--- config.mk ---
export PLATFORM = sky130hd
export DESIGN_NAME = usb_pd_sink_protocol_layer_core
export DESIGN_NICKNAME = d
export VERILOG_FILES = /design/src/rtl/usbpd_pkg.sv /design/src/rtl/usb_pd_sink_protocol_layer_core.sv
export SDC_FILE = /design/constraint.sdc
export NUM_CORES = 1
export LEC_CHECK = 0
export BUFFER_PORTS_ARGS = -buffer_cell sky130_fd_sc_hd__buf_2
export CORE_ASPECT_RATIO = 2
export CORE_MARGIN = 1
export CORE_UTILIZATION = 30
export DETAILED_ROUTE_END_ITERATION = 7
export GPL_ROUTABILITY_DRIVEN = 0
export PLACE_DENSITY_LB_ADDON = 0.15
export SLEW_MARGIN = 20
export SYNTH_ARGS = -nofsm -noshare
export SYNTH_HDL_FRONTEND = slang
export SYNTH_SLANG_ARGS = --single-unit
--- constraint.sdc ---
create_clock -name i_clk -period 8 [get_ports i_clk]
set_input_delay 0.8 -clock i_clk [delete_from_list [all_inputs] [get_ports i_clk]]
set_output_delay 0.8 -clock i_clk [all_outputs]
set_load 0.02 [all_outputs]
--- src/rtl/usbpd_pkg.sv ---
// Shared types, codes and helpers for the USB PD sink protocol layer.
package usbpd_pkg;

    typedef enum logic [2:0] {
        CMD_RX_HDR   = 3'd0,
        CMD_RX_OBJ   = 3'd1,
        CMD_GET_SRC  = 3'd2,
        CMD_REQUEST  = 3'd3,
        CMD_GET_PPS  = 3'd4,
        CMD_PRST     = 3'd5,
        CMD_SELECT   = 3'd6,
        CMD_NOP      = 3'd7
    } t_cmd;

    typedef enum logic [2:0] {
        S_IDLE,
        S_SCAN_RD,
        S_SCAN_EV,
        S_STATUS,
        S_REQ_RD,
        S_HDR,
        S_OBJ
    } t_state;

    typedef enum logic [2:0] {
        RP_NONE,
        RP_NOTSUP,
        RP_REJECT,
        RP_ACCEPT,
        RP_SINKCAP,
        RP_REQUEST,
        RP_GETSRC,
        RP_GETPPS
    } t_reply;

    localparam logic [1:0] KIND_STATUS = 2'd0;
    localparam logic [1:0] KIND_HDR    = 2'd1;
    localparam logic [1:0] KIND_OBJ    = 2'd2;

    localparam logic [2:0] CFG_POWER_OPTION = 3'd0;
    localparam logic [2:0] CFG_PPS_VOLTAGE  = 3'd1;
    localparam logic [2:0] CFG_PPS_CURRENT  = 3'd2;

    localparam logic [4:0] MT_NOT_SUPPORTED = 5'h10;
    localparam logic [4:0] MT_REJECT        = 5'h04;
    localparam logic [4:0] MT_ACCEPT        = 5'h03;
    localparam logic [4:0] MT_SINK_CAP      = 5'h04;
    localparam logic [4:0] MT_REQUEST       = 5'h02;
    localparam logic [4:0] MT_GET_SRC_CAP   = 5'h07;
    localparam logic [4:0] MT_GET_PPS       = 5'h14;

    localparam logic [31:0] SINK_CAP_PDO = 32'd100 | (32'd100 << 10) | (32'd1 << 26)
                                         | (32'd1 << 28);

    function automatic logic [13:0] power_limit(input logic [2:0] row);
        case (row)
            3'd0:    power_limit = 14'd25;
            3'd1:    power_limit = 14'd45;
            3'd2:    power_limit = 14'd60;
            3'd3:    power_limit = 14'd75;
            3'd4:    power_limit = 14'd100;
            3'd5:    power_limit = 14'd100;
            3'd6:    power_limit = 14'd125;
            default: power_limit = 14'd12500;
        endcase
    endfunction

    function automatic logic [31:0] make_hdr(input logic [4:0] mtype, input logic [2:0] id,
                                             input logic cnt);
        make_hdr = {16'd0, 1'b0, 2'b00, cnt, id, 3'b010, 1'b0, mtype};
    endfunction

endpackage

--- src/rtl/usb_pd_sink_protocol_layer_core.sv ---
// USB PD sink protocol layer: message decode, PDO store and scan, reply generation.
//
//  channel  | handshake          | payload
//  ---------+--------------------+-------------------------------------------
//  in       | i_valid / o_ready  | i_command, i_data_word, i_pdo_index
//  out      | o_valid / i_ready  | o_kind, o_tx_word, o_last, events, status
//  cfg      | i_cfg_we           | i_cfg_index, i_cfg_data
//
// One word at a time: a word is taken only in the idle state.
// A result word is registered; Source_Capabilities scans the PDO memory one stored
// PDO at a time (read, then evaluate), and stops early at a matching PPS PDO.
// A Request reads the selected PDO first (S_REQ_RD), before its header goes out.
// Stalls on the output hold the state machine. Reset is synchronous, no clearing pass.
module usb_pd_sink_protocol_layer_core
    import usbpd_pkg::*;
#(
    parameter int MAX_SOURCE_PDOS = 7
) (
    input  logic        i_clk,
    input  logic        i_rst_n,
    input  logic        i_valid,
    output logic        o_ready,
    input  logic [2:0]  i_command,
    input  logic [31:0] i_data_word,
    input  logic [2:0]  i_pdo_index,
    input  logic        i_cfg_we,
    input  logic [1:0]  i_cfg_index,
    input  logic [10:0] i_cfg_data,
    output logic        o_valid,
    input  logic        i_ready,
    output logic [1:0]  o_kind,
    output logic [31:0] o_tx_word,
    output logic        o_last,
    output logic        o_event_accept,
    output logic        o_event_ps_ready,
    output logic        o_event_source_caps,
    output logic        o_event_pps_status,
    output logic [2:0]  o_selected_pdo,
    output logic [2:0]  o_current_message_id,
    output logic [15:0] o_pps_out_voltage,
    output logic [7:0]  o_pps_out_current,
    output logic [2:0]  o_pps_flags
);

    localparam int AW = (MAX_SOURCE_PDOS > 1) ? $clog2(MAX_SOURCE_PDOS) : 1;
    localparam logic [2:0] MAXP = 3'(MAX_SOURCE_PDOS);

    logic [31:0] mem [MAX_SOURCE_PDOS];
    logic [31:0] r_rd_data;

    t_state r_state, n_state;
    t_reply r_reply, n_reply;
    logic [3:0]  r_ev, n_ev;
    logic [2:0]  r_power, r_count, n_count, r_sel, n_sel, r_msg_id, n_msg_id;
    logic [2:0]  r_objrem, n_objrem, r_scan, n_scan, r_cand, n_cand;
    logic [10:0] r_pvu;
    logic [6:0]  r_pcu;
    logic [15:0] r_hdr, n_hdr;
    logic [31:0] r_psb, n_psb;

    logic        r_out_valid, n_out_valid;
    logic [1:0]  r_kind, n_kind;
    logic [31:0] r_tx, n_tx;
    logic        r_last, n_last;
    logic [3:0]  r_oev, n_oev;
    logic [2:0]  r_osel, n_osel, r_oid, n_oid, r_oflags, n_oflags;
    logic [15:0] r_ovolt, n_ovolt;
    logic [7:0]  r_ocur, n_ocur;

    logic        wr_en, rd_en;
    logic [AW-1:0] wr_addr, rd_addr;

    logic        accept, out_free, fin;
    logic [15:0] h;
    logic [4:0]  htype;
    logic [2:0]  hnum, pos;
    logic [3:0]  fin_ev;
    t_reply      fin_reply;
    logic        fin_caps, fin_gcrc;

    logic [1:0]  ptype;
    logic [11:0] pv, minv5, maxv5;
    logic [9:0]  pi, maxi5;
    logic [9:0]  maxv, maxi;
    logic [7:0]  fv, fi;
    logic [15:0] prod;
    logic        pps_hit, fix_hit;
    logic [9:0]  req;
    logic [2:0]  rpos;

    assign o_ready  = (r_state == S_IDLE);
    assign accept   = i_valid && o_ready;
    assign out_free = !r_out_valid || i_ready;

    assign h     = (t_cmd'(i_command) == CMD_RX_HDR) ? i_data_word[15:0] : r_hdr;
    assign htype = h[4:0];
    assign hnum  = h[14:12];
    assign pos   = hnum - r_objrem;

    always_comb begin
        fin_ev    = 4'd0;
        fin_reply = RP_NONE;
        fin_caps  = 1'b0;
        fin_gcrc  = 1'b0;
        if (h[15]) begin
            if (htype == 5'd12) begin
                fin_ev[3] = 1'b1;
            end else if (htype inside {5'd0, 5'd3, 5'd4, 5'd6, 5'd8, 5'd10, [5'd15:5'd31]}) begin
                fin_reply = RP_NOTSUP;
            end
        end else if (hnum != 3'd0) begin
            if (htype == 5'd1) begin
                fin_caps  = 1'b1;
                fin_ev[2] = 1'b1;
                fin_reply = RP_REQUEST;
            end else if (htype inside {5'd2, 5'd4, 5'd5, 5'd7, [5'd16:5'd31]}) begin
                fin_reply = RP_NOTSUP;
            end
        end else begin
            case (htype)
                5'd1:        fin_gcrc  = 1'b1;
                5'd3:        fin_ev[0] = 1'b1;
                5'd4, 5'd6:  fin_ev[1] = 1'b1;
                5'd8:        fin_reply = RP_SINKCAP;
                5'd9, 5'd11: fin_reply = RP_REJECT;
                5'd13:       fin_reply = RP_ACCEPT;
                default: begin
                    if (htype inside {5'd7, 5'd10, [5'd17:5'd21], [5'd23:5'd31]}) begin
                        fin_reply = RP_NOTSUP;
                    end
                end
            endcase
        end
    end

    // PDO evaluation on the word just read
    always_comb begin
        ptype = r_rd_data[31:30];
        pv    = {r_pvu, 1'b0};
        pi    = 10'(r_pcu) * 10'd5;
        minv5 = 12'(r_rd_data[15:8]) * 12'd10;
        maxv5 = 12'(r_rd_data[24:17]) * 12'd10;
        maxi5 = 10'(r_rd_data[6:0]) * 10'd5;
        pps_hit = (minv5 <= pv) && (pv <= maxv5) && (pi <= maxi5);
        maxv = (ptype == 2'd0) ? r_rd_data[19:10] : r_rd_data[29:20];
        maxi = (ptype == 2'd1) ? 10'd0 : r_rd_data[9:0];
        fv   = (r_power != 3'd6) ? maxv[9:2] : 8'd1;
        fi   = (r_power inside {3'd6, 3'd7}) ? maxi[9:2] : 8'd1;
        prod = fv * fi;
        fix_hit = (prod <= 16'(power_limit(r_power)));
        req  = (r_sel < r_count) ? r_rd_data[9:0] : 10'd0;
        rpos = r_sel + 3'd1;
    end

    always_comb begin
        n_state  = r_state;
        n_reply  = r_reply;
        n_ev     = r_ev;
        n_count  = r_count;
        n_sel    = r_sel;
        n_msg_id = r_msg_id;
        n_objrem = r_objrem;
        n_scan   = r_scan;
        n_cand   = r_cand;
        n_hdr    = r_hdr;
        n_psb    = r_psb;
        n_out_valid = r_out_valid && !i_ready;
        n_kind   = r_kind;
        n_tx     = r_tx;
        n_last   = r_last;
        n_oev    = r_oev;
        n_osel   = r_osel;
        n_oid    = r_oid;
        n_ovolt  = r_ovolt;
        n_ocur   = r_ocur;
        n_oflags = r_oflags;
        wr_en    = 1'b0;
        wr_addr  = pos[AW-1:0];
        rd_en    = 1'b0;
        rd_addr  = r_sel[AW-1:0];
        fin      = 1'b0;

        case (r_state)
            S_IDLE: begin
                if (accept) begin
                    case (t_cmd'(i_command))
                        CMD_RX_HDR: begin
                            n_hdr    = i_data_word[15:0];
                            n_objrem = i_data_word[14:12];
                            fin      = (i_data_word[14:12] == 3'd0);
                        end
                        CMD_RX_OBJ: begin
                            if (r_objrem != 3'd0) begin
                                if (h[15]) begin
                                    if (htype == 5'd12 && pos == 3'd0) begin
                                        n_psb[15:0] = i_data_word[31:16];
                                    end else if (htype == 5'd12 && pos == 3'd1) begin
                                        n_psb[31:16] = i_data_word[15:0];
                                    end
                                end else if (htype == 5'd1 && pos < MAXP) begin
                                    wr_en = 1'b1;
                                end
                                n_objrem = r_objrem - 3'd1;
                                fin      = (r_objrem == 3'd1);
                            end
                        end
                        CMD_GET_SRC: begin
                            n_reply = RP_GETSRC;
                            n_state = S_HDR;
                        end
                        CMD_REQUEST: begin
                            n_reply = RP_REQUEST;
                            n_state = S_REQ_RD;
                        end
                        CMD_GET_PPS: begin
                            n_reply = RP_GETPPS;
                            n_state = S_HDR;
                        end
                        CMD_PRST: begin
                            n_msg_id = 3'd0;
                            n_objrem = 3'd0;
                            n_ev     = 4'd0;
                            n_reply  = RP_NONE;
                            n_state  = S_STATUS;
                        end
                        CMD_SELECT: begin
                            if (i_pdo_index < r_count) begin
                                n_sel = i_pdo_index;
                            end
                            n_ev    = 4'd0;
                            n_reply = RP_NONE;
                            n_state = S_STATUS;
                        end
                        default: begin
                        end
                    endcase
                    if (fin) begin
                        n_ev    = fin_ev;
                        n_reply = fin_reply;
                        if (fin_gcrc) begin
                            n_msg_id = r_msg_id + 3'd1;
                        end
                        if (fin_caps) begin
                            n_count = (hnum > MAXP) ? MAXP : hnum;
                            n_scan  = 3'd0;
                            n_cand  = 3'd0;
                            n_state = S_SCAN_RD;
                        end else begin
                            n_state = S_STATUS;
                        end
                    end
                end
            end
            S_SCAN_RD: begin
                rd_en   = 1'b1;
                rd_addr = r_scan[AW-1:0];
                n_state = S_SCAN_EV;
            end
            S_SCAN_EV: begin
                if (ptype == 2'd3 && pps_hit) begin
                    n_sel   = r_scan;
                    n_state = S_STATUS;
                end else begin
                    if (ptype != 2'd3 && fix_hit) begin
                        n_cand = r_scan;
                    end
                    n_scan = r_scan + 3'd1;
                    if (r_scan + 3'd1 >= r_count) begin
                        n_sel   = (ptype != 2'd3 && fix_hit) ? r_scan : r_cand;
                        n_state = S_STATUS;
                    end else begin
                        n_state = S_SCAN_RD;
                    end
                end
            end
            S_STATUS: begin
                if (out_free) begin
                    n_out_valid = 1'b1;
                    n_kind   = KIND_STATUS;
                    n_tx     = 32'd0;
                    n_last   = (r_reply == RP_NONE);
                    n_oev    = r_ev;
                    n_osel   = r_sel;
                    n_oid    = r_msg_id;
                    n_ovolt  = r_psb[15:0];
                    n_ocur   = r_psb[23:16];
                    n_oflags = {r_psb[27], r_psb[26:25]};
                    case (r_reply)
                        RP_NONE:    n_state = S_IDLE;
                        RP_REQUEST: n_state = S_REQ_RD;
                        default:    n_state = S_HDR;
                    endcase
                end
            end
            S_REQ_RD: begin
                rd_en   = 1'b1;
                n_state = S_HDR;
            end
            S_HDR: begin
                if (out_free) begin
                    n_out_valid = 1'b1;
                    n_kind   = KIND_HDR;
                    n_oev    = 4'd0;
                    n_osel   = 3'd0;
                    n_oid    = 3'd0;
                    n_ovolt  = 16'd0;
                    n_ocur   = 8'd0;
                    n_oflags = 3'd0;
                    n_last   = 1'b1;
                    n_state  = S_IDLE;
                    case (r_reply)
                        RP_NOTSUP:  n_tx = make_hdr(MT_NOT_SUPPORTED, r_msg_id, 1'b0);
                        RP_REJECT:  n_tx = make_hdr(MT_REJECT, r_msg_id, 1'b0);
                        RP_ACCEPT:  n_tx = make_hdr(MT_ACCEPT, r_msg_id, 1'b0);
                        RP_GETSRC:  n_tx = make_hdr(MT_GET_SRC_CAP, r_msg_id, 1'b0);
                        RP_GETPPS:  n_tx = make_hdr(MT_GET_PPS, r_msg_id, 1'b0);
                        RP_SINKCAP: begin
                            n_tx    = make_hdr(MT_SINK_CAP, r_msg_id, 1'b1);
                            n_last  = 1'b0;
                            n_state = S_OBJ;
                        end
                        default: begin
                            n_tx    = make_hdr(MT_REQUEST, r_msg_id, 1'b1);
                            n_last  = 1'b0;
                            n_state = S_OBJ;
                        end
                    endcase
                end
            end
            S_OBJ: begin
                if (out_free) begin
                    n_out_valid = 1'b1;
                    n_kind  = KIND_OBJ;
                    n_last  = 1'b1;
                    n_state = S_IDLE;
                    if (r_reply == RP_SINKCAP) begin
                        n_tx = SINK_CAP_PDO;
                    end else if (r_sel < r_count && ptype == 2'd3) begin
                        n_tx = {1'b0, rpos, 2'b00, 1'b1, 5'd0, r_pvu, 2'b00, r_pcu};
                    end else begin
                        n_tx = {1'b0, rpos, 2'b00, 1'b1, 5'd0, req, req};
                    end
                end
            end
            default: n_state = S_IDLE;
        endcase
    end

    always_ff @(posedge i_clk) begin
        if (wr_en) begin
            mem[wr_addr] <= i_data_word;
        end
        if (rd_en) begin
            r_rd_data <= mem[rd_addr];
        end
    end

    always_ff @(posedge i_clk) begin
        if (!i_rst_n) begin
            r_state     <= S_IDLE;
            r_reply     <= RP_NONE;
            r_ev        <= 4'd0;
            r_count     <= 3'd0;
            r_sel       <= 3'd0;
            r_msg_id    <= 3'd0;
            r_objrem    <= 3'd0;
            r_scan      <= 3'd0;
            r_cand      <= 3'd0;
            r_hdr       <= 16'd0;
            r_psb       <= 32'd0;
            r_out_valid <= 1'b0;
            r_power     <= 3'd0;
            r_pvu       <= 11'd0;
            r_pcu       <= 7'd0;
        end else begin
            r_state     <= n_state;
            r_reply     <= n_reply;
            r_ev        <= n_ev;
            r_count     <= n_count;
            r_sel       <= n_sel;
            r_msg_id    <= n_msg_id;
            r_objrem    <= n_objrem;
            r_scan      <= n_scan;
            r_cand      <= n_cand;
            r_hdr       <= n_hdr;
            r_psb       <= n_psb;
            r_out_valid <= n_out_valid;
            if (i_cfg_we) begin
                case ({1'b0, i_cfg_index})
                    CFG_POWER_OPTION: r_power <= i_cfg_data[2:0];
                    CFG_PPS_VOLTAGE:  r_pvu   <= i_cfg_data;
                    CFG_PPS_CURRENT:  r_pcu   <= i_cfg_data[6:0];
                    default: begin
                    end
                endcase
            end
        end
    end

    always_ff @(posedge i_clk) begin
        r_kind   <= n_kind;
        r_tx     <= n_tx;
        r_last   <= n_last;
        r_oev    <= n_oev;
        r_osel   <= n_osel;
        r_oid    <= n_oid;
        r_ovolt  <= n_ovolt;
        r_ocur   <= n_ocur;
        r_oflags <= n_oflags;
    end

    assign o_valid              = r_out_valid;
    assign o_kind               = r_kind;
    assign o_tx_word            = r_tx;
    assign o_last               = r_last;
    assign o_event_accept       = r_oev[0];
    assign o_event_ps_ready     = r_oev[1];
    assign o_event_source_caps  = r_oev[2];
    assign o_event_pps_status   = r_oev[3];
    assign o_selected_pdo       = r_osel;
    assign o_current_message_id = r_oid;
    assign o_pps_out_voltage    = r_ovolt;
    assign o_pps_out_current    = r_ocur;
    assign o_pps_flags          = r_oflags;

    a_msg_id_step: assert property (@(posedge i_clk) disable iff (!i_rst_n)
        (r_msg_id != $past(r_msg_id)) |->
        (r_msg_id == $past(r_msg_id) + 3'd1 || r_msg_id == 3'd0))
        else $error("message ID jumped");

    a_count_bound: assert property (@(posedge i_clk) disable iff (!i_rst_n)
        r_count <= MAXP)
        else $error("PDO count beyond store depth");

    a_sel_valid: assert property (@(posedge i_clk) disable iff (!i_rst_n)
        (r_state == S_IDLE) |-> (r_sel < r_count || r_sel == 3'd0))
        else $error("selected PDO outside stored range");

    a_scan_nonempty: assert property (@(posedge i_clk) disable iff (!i_rst_n)
        (r_state == S_SCAN_RD) |-> (r_scan < r_count))
        else $error("PDO scan past count");

endmodule

==> impl_metrics.py <==
metrics = {
    "synth": {
        "yosysWarnings": 0,
        "postSynthAreaPerCell_um2": 12.0,
        "yosys.area_share.adder": 0.121,
        "synth_compound_area_frac": 0.0969,
        "ys_seq_area_frac": 0.542,
        "yosys_most_used_dff": "edfxtp_1",
        "synth_mux_area_frac": 0.0786,
        "ys_seq_elements": 407,
        "synth_top_family_by_area": "adder cells",
        "synthCells": 1752,
        "ys_types": 75,
        "netlist.area_leader.share": 0.460,
        "synth_edf_count": 321,
        "synth_xor_xnor_area_share": 0.0142,
        "yosys.area_share.simple": 0.109,
        "netlist_area_um2": 21000,
        "yosys-top-cells-area": "edfxtp_1 (46%), dfxtp_1 (8.2%), ha_1 (8.1%), mux2i_1 (4.1%), fa_1 (4.0%)",
        "synth_area_leader_cell": "edfxtp_1",
        "async_flop_share": 0,
    },
    "setup_path": {
        "rrSetupSlack_ns": 0.49,
        "arrival_ns": 7.93,
        "critPathLaunchType": "flop",
        "r2r_end": "r_sel[2]",
        "end_kind": "flop",
        "cp.required_ns": 8.41,
        "critPathLaunch": "r_power[2]",
        "r2r-start": "r_power[2]",
        "r2r_cells": 25,
        "path_class": "flop to flop",
        "crit_fanout": 10,
    },
    "grt": {
        "grt_pass1_vias": 14515,
        "grt-ovfl-total": 0,
        "antenna_found_initial": 4,
        "grt_max_degree": 82,
        "grt.total_usage": 0.159,
        "grt_use_met3": 0.0209,
        "grt_util_met1": 0.172,
        "grt_busiest_layer": "met2",
        "grt_pass1_wl_um": 85700,
        "use_met2": 0.307,
    },
    "flow_run": {
        "cap_violations": 0,
    },
    "sta": {
        "skew_ns": 0.0193,
        "max_freq_mhz": 133,
        "setup_viol": 0,
        "rsz0062_at_grt": "no",
        "slew_violations": 0,
        "fin_tns_setup_ns": 0,
        "slew_headroom": 0.295,
        "worst_pin_slew_ns": 1.06,
        "period_share": 0.939,
        "hold_slack_ns": 0.446,
        "fin_crit_ns": 7.51,
        "finalHoldViolCount": 0,
    },
    "cts": {
        "htree_levels": 2,
        "numCtsBuffers": 40,
        "postCtsSetupRepairBufs": 0,
        "clock_path_buffers": 3,
        "clk_pin_slew_worst_paths_ns": 0.07,
        "clk_latency_ns": 0.57,
        "hold_buffers": 0,
        "cts_sinks": 407,
        "cts_tree": "done",
        "cts_resized": 0,
        "ctsRootBufferMaster": "clkbuf_16",
    },
    "outcome": {
        "status": "finished clean",
    },
    "floorplanning": {
        "die_h_um": 376,
        "die_x_um": 189,
        "die-area_um2": 71000,
        "core_area_um2": 68900,
        "io_pins": 130,
        "num_rows": 136,
        "start_util": 0.304,
    },
    "drt": {
        "drt-total-wl_um": 55700,
        "viasPerCell": 4.87,
        "wl_per_cell_um": 19.9,
        "dr_total_vias": 13596,
        "firstDrtPassIters": 5,
        "drt_iter0_markers": 529,
        "ant_nets": 0,
        "drc_errors": 0,
    },
    "power_and_ir_drop": {
        "leakagePower_nw": 9.55,
        "p_per_area_nw_per_um2": 312,
        "peakVddDrop_v": 0.000267,
    },
    "min_path": {
        "holdPathEnd": "r_psb[27]",
        "holdPathStages": 2,
        "min_path_type": "flop to flop",
        "hp-start": "r_psb[27]",
    },
    "place": {
        "hpwl_um": 39200,
        "port_buffers": 122,
    },
    "final_layout": {
        "area_growth_pct": 14.6,
        "fin_nets": 2099,
        "final_cell_mix": "edfxtp_1 (321), nor2_1 (172), ha_1 (136)",
        "final_layout_size_suffix_gt1_frac": 0.147,
        "layout_commonest_cell": "edfxtp_1",
    },
}
-- metal layers --
metal	vias to the layer above	routed length [µm]
li1	6539	-
met2	257	30100
met1	6703	21700
met4	2	2100
met3	95	1800
met5	-	12
-- area by class of cell --
type                       instances  area [µm²]
fill                            6832       44900
clock buffer                      50        1060
inverter                         118         443
tap                              897        1120
multi-input combinational       1155        8920
sequential                       407       11400
clock inverter                    23         333
timing repair buffer             143         781
antenna                            1        2.50
-- through the flow --
stage               setup slack, ns  power [mW]  instances  utilization  area [µm²]
CTS                           0.483        7.61       2793        0.348       24000
detailed placement            0.543        5.56       2720        0.328       22600
floorplan                      1.05        4.68       1758            -       21000
global placement              0.702        5.49       2720        0.328       22600
finish                        0.487        7.49       2794        0.349       24000
global route                 0.0791        8.02       2793        0.349       24000
-- flip-flops by register name, indices dropped and copies added, names as in the netlist, 4 cells and up --
register / flops
r_pcu: 7
r_psb: 27
r_oev: 4
r_ev: 4
r_rd_data: 32
o_tx_word: 25
o_pps_out_current: 8
mem: 224
r_pvu: 11
r_hdr: 9
o_pps_out_voltage: 16
-- Yosys cell counts, types with 3 or more instances --
| library cell | count |
|---|---|
| a21boi_0 | 6 |
| o211ai_1 | 5 |
| or2_2 | 13 |
| dfxtp_1 | 86 |
| and2_1 | 50 |
| nor2_1 | 179 |
| o21a_1 | 4 |
| ha_1 | 136 |
| a311oi_1 | 5 |
| nand3b_1 | 6 |
| or3_1 | 5 |
| nand2_1 | 132 |
| o21bai_1 | 6 |
| a31oi_1 | 3 |
| mux2i_1 | 86 |
| nor3_1 | 18 |
| nor3b_1 | 4 |
| a21oi_1 | 124 |
| xor2_1 | 16 |
| nand2b_1 | 20 |
| xnor2_1 | 18 |
| mux4_2 | 32 |
| a211oi_1 | 19 |
| a21o_1 | 33 |
| o31ai_1 | 6 |
| o311ai_0 | 3 |
| buf_1 | 6 |
| inv_1 | 117 |
| buf_2 | 11 |
| buf_6 | 3 |
| buf_4 | 7 |
| nor2b_1 | 10 |
| o22ai_1 | 10 |
| edfxtp_1 | 321 |
| o21ai_0 | 77 |
| a22oi_1 | 5 |
| o311ai_1 | 6 |
| clkbuf_1 | 51 |
| nand3_1 | 14 |
| nand4_1 | 12 |
| fa_1 | 42 |
-- where the power goes --
| group | internal, mW | switching [mW] |
|---|---|---|
| logic | 1.06 | 1.65 |
| registers | 2.52 | 0.242 |
| clock network | 1.15 | 0.854 |
-- cells by family (layout without fill, tap and decap cells) --
group                      after synthesis  count (layout)
and+or+nand+nor                        481             481
DFF                                    407             407
AOI/OAI and AO/OA                      332             332
buffers and inverters                  196             334
adders and majority gates              178             178
muxes                                  123             123
xor gates and xnor gates                34              34
other                                    1               8
-- critical path, stage by stage, from the launching register on --
cell and delay [ns]:
dfxtp_1 0.48, nand2_1 0.15, nor2b_1 0.43, nand2_1 0.28
or2_2 0.36, fa_1 0.50, fa_1 0.52, fa_1 0.52
fa_1 0.54, inv_1 0.04, ha_1 0.36, o21ai_0 0.19
o21a_1 0.23, o31ai_1 0.32, a21o_1 0.20, xor2_1 0.16
ha_1 0.27, a21o_1 0.17, o31a_1 0.11, nor4_1 0.31
o311ai_0 0.19, o41ai_1 0.38, nand4_1 0.14, buf_4 0.23
mux2i_1 0.16, o22ai_1 0.09
-- worst max path at each step --
stage          slack (ns)        to
2_1_floorplan        1.05  r_sel[0]
3_3_place_gp         0.70  r_sel[0]
3_5_place_dp         0.54  r_sel[2]
4_1_cts              0.48  r_sel[2]
5_1_grt              0.08  r_sel[2]
6_report             0.49  r_sel[2]
Power figures use the tool's default switching activity.
